`config.mk`:
```
export PLATFORM = sky130hd
export DESIGN_NAME = ldba_ram
export DESIGN_NICKNAME = d
export VERILOG_FILES = /design/src/ldba_ram.sv
export SDC_FILE = /design/constraint.sdc
export NUM_CORES = 1
export LEC_CHECK = 0
export BUFFER_PORTS_ARGS = -buffer_cell sky130_fd_sc_hd__buf_2
export CAP_MARGIN = 20
export CELL_PAD_IN_SITES_DETAIL_PLACEMENT = 1
export CELL_PAD_IN_SITES_GLOBAL_PLACEMENT = 1
export CORE_MARGIN = 4
export CORE_UTILIZATION = 53
export DETAILED_ROUTE_END_ITERATION = 16
export GPL_TIMING_DRIVEN = 1
export PLACE_DENSITY_LB_ADDON = 0.1
export SETUP_SLACK_MARGIN = 0.05
export SYNTH_ARGS = -nofsm -noshare
export SYNTH_HDL_FRONTEND = slang
export SYNTH_SLANG_ARGS = --single-unit
```
`constraint.sdc`:
```
create_clock -name clk_i -period 2.15 [get_ports clk_i]
set_input_delay 0.215 -clock clk_i [delete_from_list [all_inputs] [get_ports clk_i]]
set_output_delay 0.215 -clock clk_i [all_outputs]
set_load 0.005 [all_outputs]
```
`src/ldba_ram.sv`:
```
module ldba_ram #(
  parameter int unsigned WIDTH = 8,
  parameter int unsigned DEPTH = 16,
  localparam int unsigned AW = (DEPTH > 1) ? $clog2(DEPTH) : 1
) (
  input  logic             clk_i,
  input  logic             we_i,
  input  logic [AW-1:0]    waddr_i,
  input  logic [WIDTH-1:0] wdata_i,
  input  logic [AW-1:0]    raddr_i,
  output logic [WIDTH-1:0] rdata_o
);

  logic [WIDTH-1:0] mem_q [DEPTH];
  logic [WIDTH-1:0] rdata_q;

  always_ff @(posedge clk_i) begin
    if (we_i) begin
      mem_q[waddr_i] <= wdata_i;
    end
    rdata_q <= mem_q[raddr_i];
  end

  assign rdata_o = rdata_q;

endmodule

```
==> results of run 1 <==
==> how the worst max path moves through the flow <==
stage	depth (start not counted)	from	to	slack, ps
after CTS	3	mem_q[8][3]	rdata_o[3]	750
after global routing	3	mem_q[9][3]	rdata_o[3]	680
after global placement	5	raddr_i[0]	rdata_o[1]	450
final	3	mem_q[8][3]	rdata_o[3]	760
after floorplan	2	waddr_i[2]	mem_q[0][0]	440
after detailed placement	5	raddr_i[0]	rdata_o[1]	440
==> flip-flops by register name, indices dropped and copies added (netlist names) <==
signal / cells
rdata_o: 8
mem_q: 128
==> worst max-delay path, stage by stage (launching register included) <==
cell	delay (ps)
edfxtp_1	370
mux4_1	500
a22oi_1	260
nand2_1	130
==> cells by family after synthesis <==
family,synth area share
buffers and inverters,0.0168
AOI/OAI and AO/OA,0.0233
DFF,0.778
muxes,0.150
and+or+nand+nor,0.0318
==> power groups by stage <==
| stage | Combinational [W] | Sequential (W) | Clock, W |
|---|---|---|---|
| global route | 0.000302 | 0.00298 | 0.00294 |
| floorplan | 0.000150 | 0.00303 | 0 |
| detailed placement | 0.000274 | 0.00303 | 0 |
| CTS | 0.000280 | 0.00298 | 0.00280 |
| finish | 0.000275 | 0.00298 | 0.00273 |
| global placement | 0.000266 | 0.00303 | 0 |
==> layout by cell type, fill, tap and decap left out <==
cell,count
a22oi_1,16
and2_1,1
and2b_1,1
buf_12,2
buf_2,25
buf_4,17
bufinv_16,2
clkbuf_1,1
clkbuf_16,16
clkbuf_8,1
clkinv_2,4
clkinv_4,2
clkinvlp_4,2
dfxtp_1,8
edfxtp_1,128
inv_6,4
mux4_1,14
mux4_2,18
nand2_1,9
nand2b_1,2
nand3_1,1
nand3b_1,2
nor2_1,13
nor2b_1,1
nor3_1,4
or3b_2,1
==> cell type report <==
class	count	area [um^2]
sequential	136	4000
fill	777	3250
multi-input combinational	83	1060
clock buffer	18	418
timing repair buffer	44	293
tap	129	161
clock inverter	14	148
==> stage by stage <==
step | worst slack [ps] | total power, W | std cells | utilization
4_1_cts | 751 | 0.00606 | 424 | 0.652
2_1_floorplan | 442 | 0.00318 | 229 | -
5_1_grt | 683 | 0.00622 | 424 | 0.652
3_5_place_dp | 439 | 0.00331 | 392 | 0.591
3_3_place_gp | 453 | 0.00330 | 392 | 0.591
6_report | 764 | 0.00599 | 424 | 0.652
==> metal layers <==
layer / vias up / part of all wire
met5: - / 0
met4: 0 / 0.016
met3: 14 / 0.031
met2: 51 / 0.50
met1: 1294 / 0.45
li1: 1080 / -
==> reports/metrics.csv, run 1 <==
metric,value,unit
largest cells by area after synthesis,"edfxtp_1 (75%), mux4_2 (7.9%), mux4_1 (7.1%)",
GR Layer Usage met1,0.274,
Final HPWL DP,6.13,mm
fraction of registers with async set/reset,0,
Clock Skews,5.39,ps
area of the core region,9330,um^2
met3 Usage GRT,0.0449,
Clock power frac,0.457,
total length of routed wires,9.89,mm
reg-to-reg setup timing slack,760,ps
number of antenna-violating nets in the routed design,0,
post-synthesis instance total,229,
Reg-to-Reg Start,mem_q[8][3],
GRT overflow,0,
FF-to-FF path depth,3,
antenna violations before repair,0,
DR WL/cell,23.3,um
standard-cell row count,35,
Achievable Freq,722,MHz
Cells on Worst Hold Path,1,
TritonCTS clock tree,built,
design area,6080,um^2
H-tree levels,4,
number of max-slew violations in the final report,0,
cell chosen for the clock root,clkbuf_8,
terminus of the critical flop-to-flop path,rdata_o[3],
Post-Synthesis Net Count,247,
largest net degree at the start of global routing,33,
setup_tns,0,ps
Leakage Power,2.08,nW
clock-pin transition on the worst setup and hold timing paths,60,ps
result of the run,finished clean,
biggest fanout along the worst timing path,1,
sequential cell area fraction in the yosys report,0.778,
share of power burned in registers,0.498,
type of the worst setup path,flop to flop,
fraction of final layout cells sized beyond drive strength 1,0.319,
Syn Area/Cell,22.5,um^2
count of endpoints failing setup in the final report,0,
required time at the worst-slack endpoint,2530,ps
port bufs,25,
Clock Path Buffers,2,
post-CTS resize count,0,
switching part of the total power,0.209,
Startpoint Class,flop,
via count of the first global-routing pass,2644,
number of flops mapped to enable cells by yosys,128,
# nets final,300,
maximum capacitance violations,0,
Num Clock Sinks,136,
sink of the worst hold path,mem_q[4][0],
Rel. slew slack,0.579,
area growth from synthesis to layout,18.1,%
most heavily used metal layer in global routing,met2,
Boundary Pins,26,
count of hold buffers inserted by post-cts repair,0,
Power Density,985,nW/um^2
starting density of the core,0.552,
cell with the most instances after synthesis,edfxtp_1,
path type of the worst min-delay path,primary input to flop,
GRT Total Usage,0.197,
worst hold slack,78.3,ps
top cell types by occurrence after synthesis,"edfxtp_1 (128), mux4_2 (18), a22oi_1 (16)",
Num CTS Buffers,17,
number of vias in the routed layout,2439,
final weighted congestion in routability-driven placement,0.723,
GR met2 Demand/Resource,0.306,
share of Yosys cell area claimed by the top area cell type,0.747,
library cells used by synthesis,19,
startpoint of the lowest-slack hold path,wdata_i[0],
count of TritonRoute iterations in the first routing pass,4,
final-report hold violation count,0,
number of storage elements in the synthesis netlist,136,
ANT cells,0,
cell type contributing the most total cell area after synthesis,edfxtp_1,
post-synth design cell area,5150,um^2
unrepaired setup endpoints after global routing,false,
Remaining DRCs,0,
Crit. End Element,flop,
post-place instance area,5520,um^2
VDD IR-drop max,0.000723,V
commonest register cell after synthesis,edfxtp_1,
slew of the pin with the lowest slew margin,627,ps
Switch Pwr,0.00125,W
combinational cell fraction of total power,0.046,
global-route wire length before repair,15.6,mm
overall die height,107,um
insertion delay of the later-clocked pin in the worst-skew pair,520,ps
WP data arrival,1770,ps
die width,107,um
vias per inst,5.75,
final critical-path share of the clock period,0.645,
number of warning messages in the yosys log,0,
number of DRC markers after the initial detailed-route iteration,160,
Post-CTS Setup Inserts,0,
overall die area,11400,um^2
post-layout minimum cycle time,1390,ps
Internal,0.00474,W
Note: power is estimated with default switching activity, not from simulation.
==> run 2, diff against run 1 <==
--- a/config.mk
+++ b/config.mk
@@ -5,12 +5,13 @@
 export SDC_FILE = /design/constraint.sdc
 export NUM_CORES = 1
 export LEC_CHECK = 0
+export ABC_AREA = 1
 export BUFFER_PORTS_ARGS = -buffer_cell sky130_fd_sc_hd__buf_2
 export CAP_MARGIN = 20
 export CELL_PAD_IN_SITES_DETAIL_PLACEMENT = 1
 export CELL_PAD_IN_SITES_GLOBAL_PLACEMENT = 1
 export CORE_MARGIN = 4
-export CORE_UTILIZATION = 53
+export CORE_UTILIZATION = 44
 export DETAILED_ROUTE_END_ITERATION = 16
 export GPL_TIMING_DRIVEN = 1
 export PLACE_DENSITY_LB_ADDON = 0.1
==> constraint.sdc (replaced) <==
create_clock -name clk_i -period 1.1 [get_ports clk_i]
set_input_delay 0.11 -clock clk_i [delete_from_list [all_inputs] [get_ports clk_i]]
set_output_delay 0.11 -clock clk_i [all_outputs]
set_load 0.005 [all_outputs]
==> reports/metrics.csv, run 2 <==
metric,value,unit,change
result of the run,finished clean,,
post-synth design cell area,5770,um^2,+12%
cell type contributing the most total cell area after synthesis,edfxtp_1,,
Syn Area/Cell,10.5,um^2,-53%
Clock Skews,7.62,ps,+2.23 ps
WP data arrival,1300,ps,-470 ps
Final HPWL DP,9.92,mm,+62%
non-filler cells in the finished layout,783,,+85%
number of DRC markers after the initial detailed-route iteration,250,,+56%
stages on the worst setup path,6,,+3
global-route wire length before repair,23.6,mm,+52%
master of the slowest instance on the critical path,edfxtp_1,,
# nets final,616,,+110%
largest cells by area after synthesis,"edfxtp_1 (67%), nand2_1 (11%), nand3_1 (8.4%)",,
standard-cell row count,41,,+17%
top cell types by occurrence after synthesis,"nand2_1 (173), edfxtp_1 (128), inv_1 (100)",,
minimum setup slack after placement,-146,ps,-585 ps
slew of the pin with the lowest slew margin,448,ps,-179 ps
Leakage Power,3.00,nW,+44%
Num CTS Buffers,17,,unchanged
count of hold buffers inserted by post-cts repair,0,,unchanged
ANT cells,0,,unchanged
maximum capacitance violations,0,,unchanged
worst hold slack,68.9,ps,-9.43 ps
cell with the most instances after synthesis,nand2_1,,
Remaining DRCs,0,,unchanged
port bufs,25,,unchanged
post-synthesis instance total,551,,+140%
TritonCTS clock tree,built,,
GRT overflow,0,,unchanged
final-report hold violation count,0,,unchanged
"Buf+Inv Stages, Crit Path",1,,+1
overall die height,122,um,+15%
library cells used by synthesis,12,,-7
count of TritonRoute iterations in the first routing pass,4,,unchanged
Boundary Pins,26,,unchanged
antenna violations before repair,0,,unchanged
area of the core region,12700,um^2,+36%
largest register by flop count,mem_q,,
H-tree levels,4,,unchanged
setup_tns,0,ps,unchanged
overall die area,15000,um^2,+32%
fraction of registers with async set/reset,0,,unchanged
starting density of the core,0.453,,-0.0986
GRT Total Usage,0.223,,+0.0258
final critical-path share of the clock period,0.899,,+0.255
"top library cells by usage in the layout, fill and taps aside","nand2_1 (171), edfxtp_1 (128), inv_1 (100)",,
unrepaired setup endpoints after global routing,true,,
"flip-flop count of the largest register, all copies and words added",128,,unchanged
share of Yosys cell area claimed by the top area cell type,0.667,,-0.0802
Power Density,1770,nW/um^2,+80%
crit path cell chain,"inv_1, nand2_1, nand3_1, nand3_2, nand3_2, nand2_1",,
clock-pin transition on the worst setup and hold timing paths,60,ps,about the same
kind of cell adding the most delay to the critical path,simple AND/OR/NAND/NOR gates,,
biggest fanout along the worst timing path,1,,unchanged
largest net degree at the start of global routing,40,,+21%
die width,122,um,+15%
area growth from synthesis to layout,19.5,%,
FF-to-FF path depth,6,,+3
Reg-to-Reg Start,mem_q[15][1],,
number of antenna-violating nets in the routed design,0,,unchanged
number of vias in the routed layout,3917,,+61%
vias per inst,5.00,,-13%
worst setup path start,mem_q[15][1],,
Startpoint Class,flop,,
type of the worst setup path,flop to flop,,
Clock Path Buffers,2,,unchanged
final worst slack,111,ps,-654 ps
insertion delay of the later-clocked pin in the worst-skew pair,420,ps,-100 ps
"most common cell after layout, fill and taps aside",nand2_1,,
final weighted congestion in routability-driven placement,0.781,,+8.0%
total length of routed wires,15.3,mm,+54%
sequential cell area fraction in the yosys report,0.694,,-0.0835
terminus of the critical flop-to-flop path,rdata_o[1],,
Num Clock Sinks,136,,unchanged
commonest register cell after synthesis,edfxtp_1,,
fraction of final layout cells sized beyond drive strength 1,0.159,,-0.160
post-layout minimum cycle time,989,ps,-396 ps
cell chosen for the clock root,clkbuf_16,,
number of flops mapped to enable cells by yosys,128,,unchanged
DR WL/cell,19.5,um,-16%
reg-to-reg setup timing slack,110,ps,-650 ps
cell count after placement,751,,+92%
VDD IR-drop max,0.00101,V,+40%
number of max-slew violations in the final report,0,,unchanged
Achievable Freq,1010,MHz,+40%
Crit. End Element,flop,,
path type of the worst min-delay path,primary input to flop,,
maximum cell stage delay along the critical path,360,ps,-140 ps
Rel. slew slack,0.702,,+0.123
via count of the first global-routing pass,4023,,+52%
Post-Synthesis Net Count,569,,+130%
endpoint of the most critical setup path,rdata_o[1],,
number of warning messages in the yosys log,0,,unchanged
number of storage elements in the synthesis netlist,136,,unchanged
required time at the worst-slack endpoint,1410,ps,-1120 ps
count of endpoints failing setup in the final report,0,,unchanged
[run 2: repair_timing]
action,in CTS,in global routing
resized for setup,4,13
pin swaps,0,1
setup endpoints to repair,2,6
setup buffers,0,0
[run 2: layer usage]
metal  vias up  wire length (um)  global-route usage
met2        85              7360               0.354
li1       1869                 -                   -
met1      1947              7080               0.305
met4         0               234              0.0840
met3        16               586              0.0424
met5         -                 0                   0
[run 2: power by group]
| part | leakage, nW | switching [W] | internal [W] |
|---|---|---|---|
| combinational | 1.50 | 0.000559 | 0.000264 |
| sequential | 1.22 | 0.0000341 | 0.00580 |
| clock | 0.279 | 0.00203 | 0.00352 |
[run 2: layout make-up]
type                    count  area (um^2)
clock buffers              21          440
clock inverters            11          130
fillers                  1426         5830
inverters                 102          383
multi-input cells         289         1290
flip-flops and latches    136         4000
well taps                 172          215
repair buffers             52          428
[run 2: worst min path at each step]
stage	start	to	cells past startpoint
2_1_floorplan	wdata_i[0]	mem_q[0][0]	0
3_3_place_gp	raddr_i[3]	rdata_o[7]	3
3_5_place_dp	rdata_o[3]	rdata_o[3]	1
4_1_cts	raddr_i[3]	rdata_o[3]	3
5_1_grt	raddr_i[3]	rdata_o[3]	3
6_report	raddr_i[3]	rdata_o[3]	3
[run 2: cells by family (layout without fill, tap and decap cells)]
logic type,Yosys count,in the layout,synth area share
buffers and inverters,126,186,0.0952
and+or+nand+nor,289,289,0.210
DFF,136,136,0.694
[run 2: metrics by stage]
stage,total power [W],cell area (um^2),util
floorplan,0.00634,5770,-
global placement,0.00672,6240,0.491
detailed placement,0.00674,6240,0.491
CTS,0.0123,6830,0.537
global route,0.0126,6890,0.542
finish,0.0122,6890,0.542
[run 2: worst min-delay path, delay by kind of cell]
family	cells	cell delay [ps]
buffers and inverters	1	180
AND/OR/NAND/NOR	2	150
