===== src/ldba_pkg.sv =====
package ldba_pkg;

  localparam int unsigned COLUMNS_DEF         = 4;
  localparam int unsigned LEDS_PER_COLUMN_DEF = 64;

  localparam int unsigned FUNC_W  = 2;
  localparam int unsigned COL_W   = 2;
  localparam int unsigned LED_W   = 6;
  localparam int unsigned BRI_W   = 8;
  localparam int unsigned SW_W    = 4;
  localparam int unsigned SPEED_W = 14;
  localparam int unsigned FRAME_W = 7;
  localparam int unsigned PAL_W   = 5;

  localparam int unsigned LV_W  = 18;
  localparam int unsigned ST_W  = 18;
  localparam int unsigned SUM_W = 20;
  localparam int unsigned WORD_W = LV_W + ST_W + SW_W;

  // frame_ms * 5000 * 256 over anim_speed * (10 + led % 10)
  localparam int unsigned NUM_K     = 5000 * 256;
  localparam int unsigned NUM_W     = 28;
  localparam int unsigned DEN_W     = 19;
  localparam int unsigned QUOT_W    = 17;
  localparam int unsigned DIV_STEPS = NUM_W;
  localparam int unsigned CNT_W     = $clog2(DIV_STEPS + 1);

  localparam int unsigned SPEED_MIN = 150;
  localparam int unsigned SPEED_RST = 150;
  localparam int unsigned FRAME_RST = 16;
  localparam int unsigned PAL_RST   = 1;
  localparam int unsigned PAL_MAX   = 16;
  localparam int unsigned LEVEL_K   = 10880;

  localparam int unsigned APB_AW = 4;
  localparam int unsigned APB_DW = 32;

  typedef enum logic [FUNC_W-1:0] {
    FUNC_INIT    = 2'd0,
    FUNC_ADVANCE = 2'd1,
    FUNC_RETIME  = 2'd2,
    FUNC_HOLD    = 2'd3
  } func_e;

  typedef enum logic [1:0] {
    REG_ANIM_SPEED   = 2'd0,
    REG_FRAME_MS     = 2'd1,
    REG_PALETTE_SIZE = 2'd2,
    REG_NONE         = 2'd3
  } reg_idx_e;

  typedef enum logic [1:0] {
    S_IDLE,
    S_READ,
    S_WAIT
  } state_e;

  function automatic logic [1:0] mod3(logic [LED_W-1:0] x);
    logic [13:0] p;
    logic [4:0]  q;
    logic [5:0]  r;
    p = 14'(x) * 14'd171;
    q = p[13:9];
    r = x - 6'(q) * 6'd3;
    return r[1:0];
  endfunction

  function automatic logic [2:0] mod7(logic [LED_W:0] x);
    logic [15:0] p;
    logic [4:0]  q;
    logic [6:0]  r;
    p = 16'(x) * 16'd293;
    q = p[15:11];
    r = x - 7'(q) * 7'd7;
    return r[2:0];
  endfunction

  function automatic logic [3:0] mod10(logic [LED_W-1:0] x);
    logic [13:0] p;
    logic [2:0]  q;
    logic [5:0]  r;
    p = 14'(x) * 14'd205;
    q = p[13:11];
    r = x - 6'(q) * 6'd10;
    return r[3:0];
  endfunction

  function automatic logic signed [SUM_W-1:0] bottom_limit(logic [LED_W-1:0] led);
    logic [1:0]       m;
    logic [SUM_W-1:0] mag;
    m   = led[1:0] + 2'd2;
    mag = (SUM_W'(210) + SUM_W'(m) * SUM_W'(30)) << 8;
    return -$signed(mag);
  endfunction

  function automatic logic signed [SUM_W-1:0] top_limit(logic [LED_W-1:0] led);
    logic [2:0]       m;
    logic [SUM_W-1:0] mag;
    m   = mod7(7'(led) + 7'd3);
    mag = (SUM_W'(255) + SUM_W'(m) * SUM_W'(30)) << 8;
    return $signed(mag);
  endfunction

  function automatic logic [LV_W-1:0] init_level(logic [COL_W-1:0] col,
                                                 logic [LED_W-1:0] led);
    logic [2:0] k;
    k = 3'(mod3(LED_W'(col))) + 3'(mod3(led));
    return LV_W'(k) * LV_W'(LEVEL_K);
  endfunction

endpackage


===== src/ldba_div.sv =====
module ldba_div import ldba_pkg::*; (
  input  logic               clk_i,
  input  logic               rst_ni,
  input  logic               start_i,
  input  logic [LED_W-1:0]   led_i,
  input  logic [SPEED_W-1:0] anim_speed_i,
  input  logic [FRAME_W-1:0] frame_ms_i,
  input  logic [PAL_W-1:0]   palette_size_i,
  output logic               done_o,
  output logic [QUOT_W-1:0]  quot_o,
  output logic [SW_W-1:0]    swatch_o
);

  logic              run_q, done_q;
  logic [CNT_W-1:0]  cnt_q;
  logic [NUM_W-1:0]  num_q;
  logic [DEN_W-1:0]  den_q;
  logic [DEN_W-1:0]  rem_q;
  logic [LED_W-1:0]  mled_q;
  logic [SW_W-1:0]   mrem_q;
  logic [PAL_W-1:0]  ps_q;

  logic [DEN_W:0]    trial;
  logic              qbit;
  logic [PAL_W-1:0]  mtrial;

  assign trial  = {rem_q, num_q[NUM_W-1]};
  assign qbit   = (trial >= (DEN_W+1)'(den_q));
  assign mtrial = {mrem_q, mled_q[LED_W-1]};

  always_ff @(posedge clk_i or negedge rst_ni) begin
    if (!rst_ni) begin
      run_q  <= 1'b0;
      done_q <= 1'b0;
      cnt_q  <= '0;
    end else begin
      if (start_i) begin
        run_q  <= 1'b1;
        cnt_q  <= CNT_W'(DIV_STEPS);
        done_q <= 1'b0;
      end else if (run_q) begin
        cnt_q  <= cnt_q - 1'b1;
        done_q <= (cnt_q == CNT_W'(1));
        if (cnt_q == CNT_W'(1)) begin
          run_q <= 1'b0;
        end
      end else begin
        done_q <= 1'b0;
      end
    end
  end

  always_ff @(posedge clk_i) begin
    if (start_i) begin
      num_q  <= NUM_W'(frame_ms_i) * NUM_W'(NUM_K);
      den_q  <= DEN_W'(anim_speed_i) * DEN_W'(5'd10 + 5'(mod10(led_i)));
      rem_q  <= '0;
      mled_q <= led_i;
      mrem_q <= '0;
      ps_q   <= palette_size_i;
    end else if (run_q) begin
      // restoring step: quotient bits shift into the numerator from the right
      if (qbit) begin
        rem_q <= DEN_W'(trial - (DEN_W+1)'(den_q));
      end else begin
        rem_q <= trial[DEN_W-1:0];
      end
      num_q <= {num_q[NUM_W-2:0], qbit};
      // led % palette_size, one led bit per step over the first steps
      if (cnt_q > CNT_W'(DIV_STEPS - LED_W)) begin
        if (mtrial >= ps_q) begin
          mrem_q <= SW_W'(mtrial - ps_q);
        end else begin
          mrem_q <= mtrial[SW_W-1:0];
        end
        mled_q <= {mled_q[LED_W-2:0], 1'b0};
      end
    end
  end

  assign done_o   = done_q;
  assign quot_o   = num_q[QUOT_W-1:0];
  assign swatch_o = mrem_q;

endmodule


===== config.mk =====
export PLATFORM = sky130hd
export DESIGN_NAME = ldba_div
export DESIGN_NICKNAME = d
export VERILOG_FILES = /design/src/ldba_pkg.sv /design/src/ldba_div.sv
export SDC_FILE = /design/constraint.sdc
export NUM_CORES = 1
export LEC_CHECK = 0
export CORE_MARGIN = 5
export CORE_UTILIZATION = 39
export CTS_BUF_LIST = sky130_fd_sc_hd__clkbuf_2 sky130_fd_sc_hd__clkbuf_4 sky130_fd_sc_hd__clkbuf_8
export DETAILED_ROUTE_END_ITERATION = 7
export DONT_BUFFER_PORTS = 1
export SKIP_CTS_REPAIR_TIMING = 1
export SYNTH_ARGS = -nofsm -noshare
export SYNTH_HDL_FRONTEND = slang
export SYNTH_SLANG_ARGS = --single-unit

===== constraint.sdc =====
create_clock -name clk_i -period 2.8 [get_ports clk_i]
set_input_delay 0.14 -clock clk_i [delete_from_list [all_inputs] [get_ports clk_i]]
set_output_delay 0.14 -clock clk_i [all_outputs]
set_load 0.02 [all_outputs]

==> results of run 1 <==
## cell families after synthesis
family / count (synthesis) / synth area share [%]
xor gates and xnor gates: 47 / 4.91
buffers and inverters: 149 / 8.09
DFF: 88 / 26.1
AOI/OAI and AO/OA: 195 / 16.1
and+or+nand+nor: 203 / 11.9
muxes: 33 / 4.00
adders and majority gates: 169 / 28.9
## area by class of cell
cell class / instances / area (µm²) / share of cell area [%]
multi-input combinational: 647 / 6370 / 61.0
timing repair buffer: 96 / 816 / 7.81
clock inverter: 7 / 120 / 1.15
clock buffer: 9 / 124 / 1.19
tap: 280 / 350 / 3.35
sequential: 88 / 2270 / 21.7
inverter: 104 / 398 / 3.81
## worst max-delay path by stage
stage / cells after the start / endpoint / start
final: 27 / den_q[15] / led_i[3]
after global routing: 29 / den_q[15] / led_i[4]
after CTS: 28 / den_q[15] / led_i[4]
after detailed placement: 28 / den_q[15] / led_i[4]
after global placement: 29 / den_q[15] / led_i[4]
after floorplan: 30 / den_q[15] / led_i[4]
## state kept, by name, indices dropped and copies added (netlist names)
signal    count
cnt_q         5
den_q        19
done_o        1
mled_q        6
num_q        28
ps_q          5
rem_q        19
run_q         1
swatch_o      4
## per-layer routing
metal,part of all wire [%],vias up
met5,0,-
met4,1.1,0
met3,3.4,9
met2,48,64
met1,47,3031
li1,-,3171
## per-stage QoR
step | util (%) | worst slack [ns] | hold slack [ns] | cells
finish | 47.7 | -3.71 | 0.0368 | 1231
global route | 47.7 | -3.92 | 0.0270 | 1231
global placement | 44.6 | -4.10 | -0.155 | 1190
CTS | 45.7 | -3.76 | -0.580 | 1206
detailed placement | 44.6 | -4.16 | -0.155 | 1190
floorplan | - | -3.99 | -0.156 | 884
## cells in the mapped netlist, types with 12 or more instances
cell type / instances / area share, %
fa_1: 53 / 12
and2_1: 48 / 3.5
inv_1: 104 / 4.5
clkbuf_1: 14 / 0.60
nand2_1: 36 / 1.6
a211oi_1: 18 / 1.6
nand2b_1: 13 / 0.94
xor2_1: 12 / 1.2
a22o_1: 16 / 1.6
edfxtp_1: 47 / 16
ha_1: 116 / 17
buf_4: 19 / 1.6
nor2_1: 57 / 2.5
a21oi_1: 38 / 2.2
dfxtp_1: 34 / 7.8
o21ai_0: 25 / 1.4
mux2i_1: 24 / 2.8
xnor2_1: 34 / 3.4
a21o_1: 19 / 1.6
## critical path: cells and delay by family
kind / cells / cell delay, ns
fa+ha+maj: 11 / 3.76
compound gates: 8 / 1.22
xor+xnor: 3 / 0.74
simple gates: 2 / 0.63
buf+inv: 3 / 0.14
==> flow_metrics.py, run 1 <==
metrics = {
    "critical_path": {
        "cp_max_fo": 8,
        "slowest_delay_ns": 0.57,
        "cp_slowest_cell": "fa_1",
        "rr_worst_depth": 10,
        "regToRegStartpoint": "den_q[0]",
        "r2r_slack_ns": 0.14,
        "end_kind": "flip-flop",
        "path_class": "in2reg",
        "cpMostUsedCell": "ha_4",
        "worstPathRequired_ns": 2.93,
        "r2r_end": "rem_q[14]",
        "worstSetupStartpointType": "input port",
        "cp.arrival_ns": 6.65,
    },
    "cells_and_area": {
        "nets": 1150,
        "drive_gt1_share_pct": 22.4,
        "fillers": 2074,
        "final_cell_mix": "inv_1, ha_1, buf_4",
        "num_antenna_cells": 0,
        "final_common_cell": "inv_1",
        "synthToLayoutAreaGrowth_pct": 20.2,
        "fin_area_um2": 10400,
    },
    "synthesis": {
        "yosysSeqAreaShare_pct": 26.1,
        "synth_cell_type_count": 70,
        "syn_area_um2": 8690,
        "ys_ff_latch": 88,
        "synth_fp_nets": 1088,
        "synth_warnings": 0,
        "postSynthCellCount": 884,
        "synthFlopType": "edfxtp_1",
        "synth_area_per_cell_um2": 9.83,
        "synth_edf_count": 47,
        "ys_async_sr_fraction_pct": 7.95,
    },
    "clocking": {
        "cts.clk_slew.worst_paths_ns": 0.09,
        "clock_latency_ns": 0.37,
        "cts_root_buffer": "clkbuf_8",
        "cts_max_level": 3,
        "cts.sinks": 88,
        "cts_buffers": 9,
        "cts_tree": "done",
        "cts.path.max_buffers": 2,
    },
    "floorplanning": {
        "start_util_pct": 39.7,
        "rows": 54,
        "die_h_um": 159,
        "ios": 57,
        "core_um2": 21900,
        "fp.dieW_um": 159,
        "dieArea_um2": 25400,
    },
    "worst_hold_path": {
        "worstHoldStart": "start_i",
        "worstHoldPathCells": 2,
        "hp-class": "in2reg",
        "hold-path-endpoint": "rem_q[16]",
    },
    "grt": {
        "grt-ovfl-total": 0,
        "grt_pass1_vias": 6246,
        "grt_pass1_wl_mm": 30.1,
        "use_met2_pct": 22.9,
        "grt_max_degree": 93,
        "antenna_found_initial": 0,
        "use_met1_pct": 19.1,
        "use_met3_pct": 2.77,
        "gr-max-usage-layer": "met2",
        "grt.total_usage_pct": 13.9,
    },
    "timing": {
        "drv_slew": 0,
        "min_period_ns": 6.51,
        "rsz0062_at_grt": "true",
        "maxSlewHeadroom_pct": 53.4,
        "hold_viol_final": 0,
        "period_share_pct": 233,
        "setup_slack_ns": -3.71,
        "max_freq_mhz": 154,
        "setup_viol": 18,
        "skew_ns": 0.00822,
        "worst_slew_pin_slew_ns": 0.698,
        "fin_setup_tns_ns": -53.16,
    },
    "routing": {
        "vias": 6275,
        "postRouteAntennaNets": 0,
        "firstDrtPassIters": 4,
        "avgViaCountPerCell": 5.10,
        "drt_iter0_drc": 304,
        "drcViolationCount": 0,
        "wl_mm": 18.2,
        "wl_per_cell_um": 14.8,
    },
    "placed_design": {
        "routabilityCongestion": 0.827,
        "dpl_cell_area_um2": 9760,
        "dp_hpwl_mm": 13.6,
        "io_buffer_count": 0,
    },
    "status": {
        "status": "finished, violations left",
        "violations": "negative setup slack",
    },
    "flow_run": {
        "max-cap-violations": 0,
    },
}
Power of run 1 is not shown: default switching activity piles up to over one toggle a cycle in this logic, so the estimate is an artifact.
==> run 2, diff against run 1 <==
--- a/config.mk
+++ b/config.mk
@@ -14,3 +14,4 @@
 export SYNTH_ARGS = -nofsm -noshare
 export SYNTH_HDL_FRONTEND = slang
 export SYNTH_SLANG_ARGS = --single-unit
+export TNS_END_PERCENT = 50
==> run 2 against run 1 <==
Against the previous run: the run ends with negative hold slack, negative setup slack left; flip-flop and latch count stayed put; clock skew increased by 0.0013 ns; non-clock buffer count rose by 8; critical path depth stayed put; worst hold slack got worse by 0.054 ns; final cell count is 0.65% higher; die area did not move.
==> flow_metrics.py, run 2 (synthesized netlist as in run 1, its figures left out) <==
metrics = {
    "routing": {
        "wl_mm": 18.2,
        "wl_met1_mm": 8.97,
        "drt_iter0_drc": 358,
        "vias": 6248,
        "postRouteAntennaNets": 0,
        "wl_per_cell_um": 14.7,
        "wl_met2_mm": 8.33,
        "drcViolationCount": 0,
        "firstDrtPassIters": 4,
        "avgViaCountPerCell": 5.04,
        "met3_length_um": 618,
        "highest-signal-layer": "met4",
    },
    "floorplanning": {
        "dieArea_um2": 25400,
        "ios": 57,
        "core_um2": 21900,
        "die_h_um": 159,
        "fp.dieW_um": 159,
        "start_util_pct": 39.7,
        "rows": 54,
    },
    "timing": {
        "hold_viol_final": 2,
        "drv_slew": 0,
        "setup_viol": 19,
        "hold_slack_ns": -0.0177,
        "period_share_pct": 235,
        "skew_ns": 0.00948,
        "setup_slack_ns": -3.77,
        "min_period_ns": 6.57,
        "maxSlewHeadroom_pct": 50.7,
        "worst_slew_pin_slew_ns": 0.738,
        "max_freq_mhz": 152,
        "rsz0062_at_grt": "true",
    },
    "cells_and_area": {
        "seqCellArea_um2": 2270,
        "largest_reg_flops": 28,
        "final_common_cell": "inv_1",
        "final_cell_mix": "inv_1, ha_1, buf_4",
        "synthToLayoutAreaGrowth_pct": 19.0,
        "nets": 1158,
        "reg_top3": "num_q x28, den_q x19, rem_q x19",
        "multiInputGateArea_um2": 6280,
        "drive_gt1_share_pct": 20.8,
        "top_register": "num_q",
        "fillers": 2063,
        "num_antenna_cells": 0,
    },
    "grt": {
        "grt_pass1_wl_mm": 30.0,
        "antenna_found_initial": 0,
        "grt_pass1_vias": 6276,
        "grt-ovfl-total": 0,
        "grt_max_degree": 93,
        "grt.total_usage_pct": 13.8,
    },
    "clocking": {
        "cts.sinks": 88,
        "cts_root_buffer": "clkbuf_8",
        "cts_tree": "done",
        "cts_buffers": 9,
        "clock_latency_ns": 0.38,
        "cts.path.max_buffers": 2,
        "cts_max_level": 3,
        "cts.clk_slew.worst_paths_ns": 0.09,
    },
    "worst_hold_path": {
        "hp-class": "in2reg",
    },
    "critical_path": {
        "worstSetupStartpointType": "input port",
        "cp.arrival_ns": 6.70,
        "worstPathRequired_ns": 2.93,
        "cp_max_fo": 17,
        "end_kind": "flip-flop",
        "path_class": "in2reg",
    },
    "status": {
        "status": "finished, violations left",
        "violations": "negative hold slack, negative setup slack",
    },
    "placed_design": {
        "dp_hpwl_mm": 13.4,
        "dpl_worst_slack_ns": -4.21,
        "io_buffer_count": 0,
        "routabilityCongestion": 0.808,
    },
    "flow_run": {
        "max-cap-violations": 0,
    },
}
==> run 2: changes by cell type in the layout (fill, tap and decap cells not counted), sizes merged <==
cell	delta
bufinv	-3
clkbuf	+1
clkinv	+6
dlygate4sd3	+1
clkinvlp	-4
buf	+7
==> run 2: stage by stage <==
step	setup TNS, ns	utilization, %	cell area, µm²	cells	hold WS [ns]
after CTS	-56.48	44.9	9840	1216	-0.577
after floorplan	-59.27	-	9010	884	-0.156
after global placement	-64.77	44.1	9660	1200	-0.155
final	-55.16	47.2	10300	1239	-0.0177
after detailed placement	-67.00	44.1	9660	1200	-0.155
after global routing	-59.74	47.2	10300	1239	0.00534
==> run 2: critical path, cell delays in order <==
cell and delay (ns):
ha_4 0.23, fa_2 0.39, fa_1 0.58, ha_4 0.22
o21a_1 0.10, o211ai_1 0.20, o21ai_2 0.10, a21oi_1 0.18
xnor2_1 0.13, fa_2 0.39, xnor2_2 0.20, xnor2_2 0.14
xor3_2 0.54, and2_4 0.17, fa_1 0.45, fa_1 0.49
inv_1 0.05, fa_1 0.49, inv_2 0.05, ha_4 0.26
o21ai_2 0.05, o211ai_1 0.17, or3b_4 0.43, a31oi_4 0.21
a21o_1 0.15, a21oi_2 0.06, xnor2_1 0.12
==> run 2: final cells by class <==
class,instances,area share (%)
Clock buffer,10,1.33
Clock inverter,6,0.339
Inverter,104,3.85
Multi-Input combinational cell,647,60.7
Sequential cell,88,21.9
Tap cell,280,3.39
Timing Repair Buffer,104,8.43
==> run 2: layer usage <==
metal	global-route usage (%)	vias up
met5	0	-
met4	4.11	0
met3	2.59	21
met2	21.8	77
met1	19.1	2955
li1	-	3195
==> run 2: final timing paths <==
| path | slack (ns) | cells after the start | from | end |
|---|---|---|---|---|
| max in group asynchronous | 2.45 | 1 | rst_ni | run_q |
| worst min-delay path | -0.02 | 2 | start_i | num_q[11] |
| worst min register to register | 0.46 | 2 | rem_q[18] | rem_q[18] |
| worst max register to register | 0.12 | 11 | num_q[27] | rem_q[8] |
| worst max-delay path | -3.77 | 27 | led_i[0] | den_q[15] |
| min in group asynchronous | 0.09 | 1 | rst_ni | cnt_q[2] |
Power of run 2 is left out for the same reason.
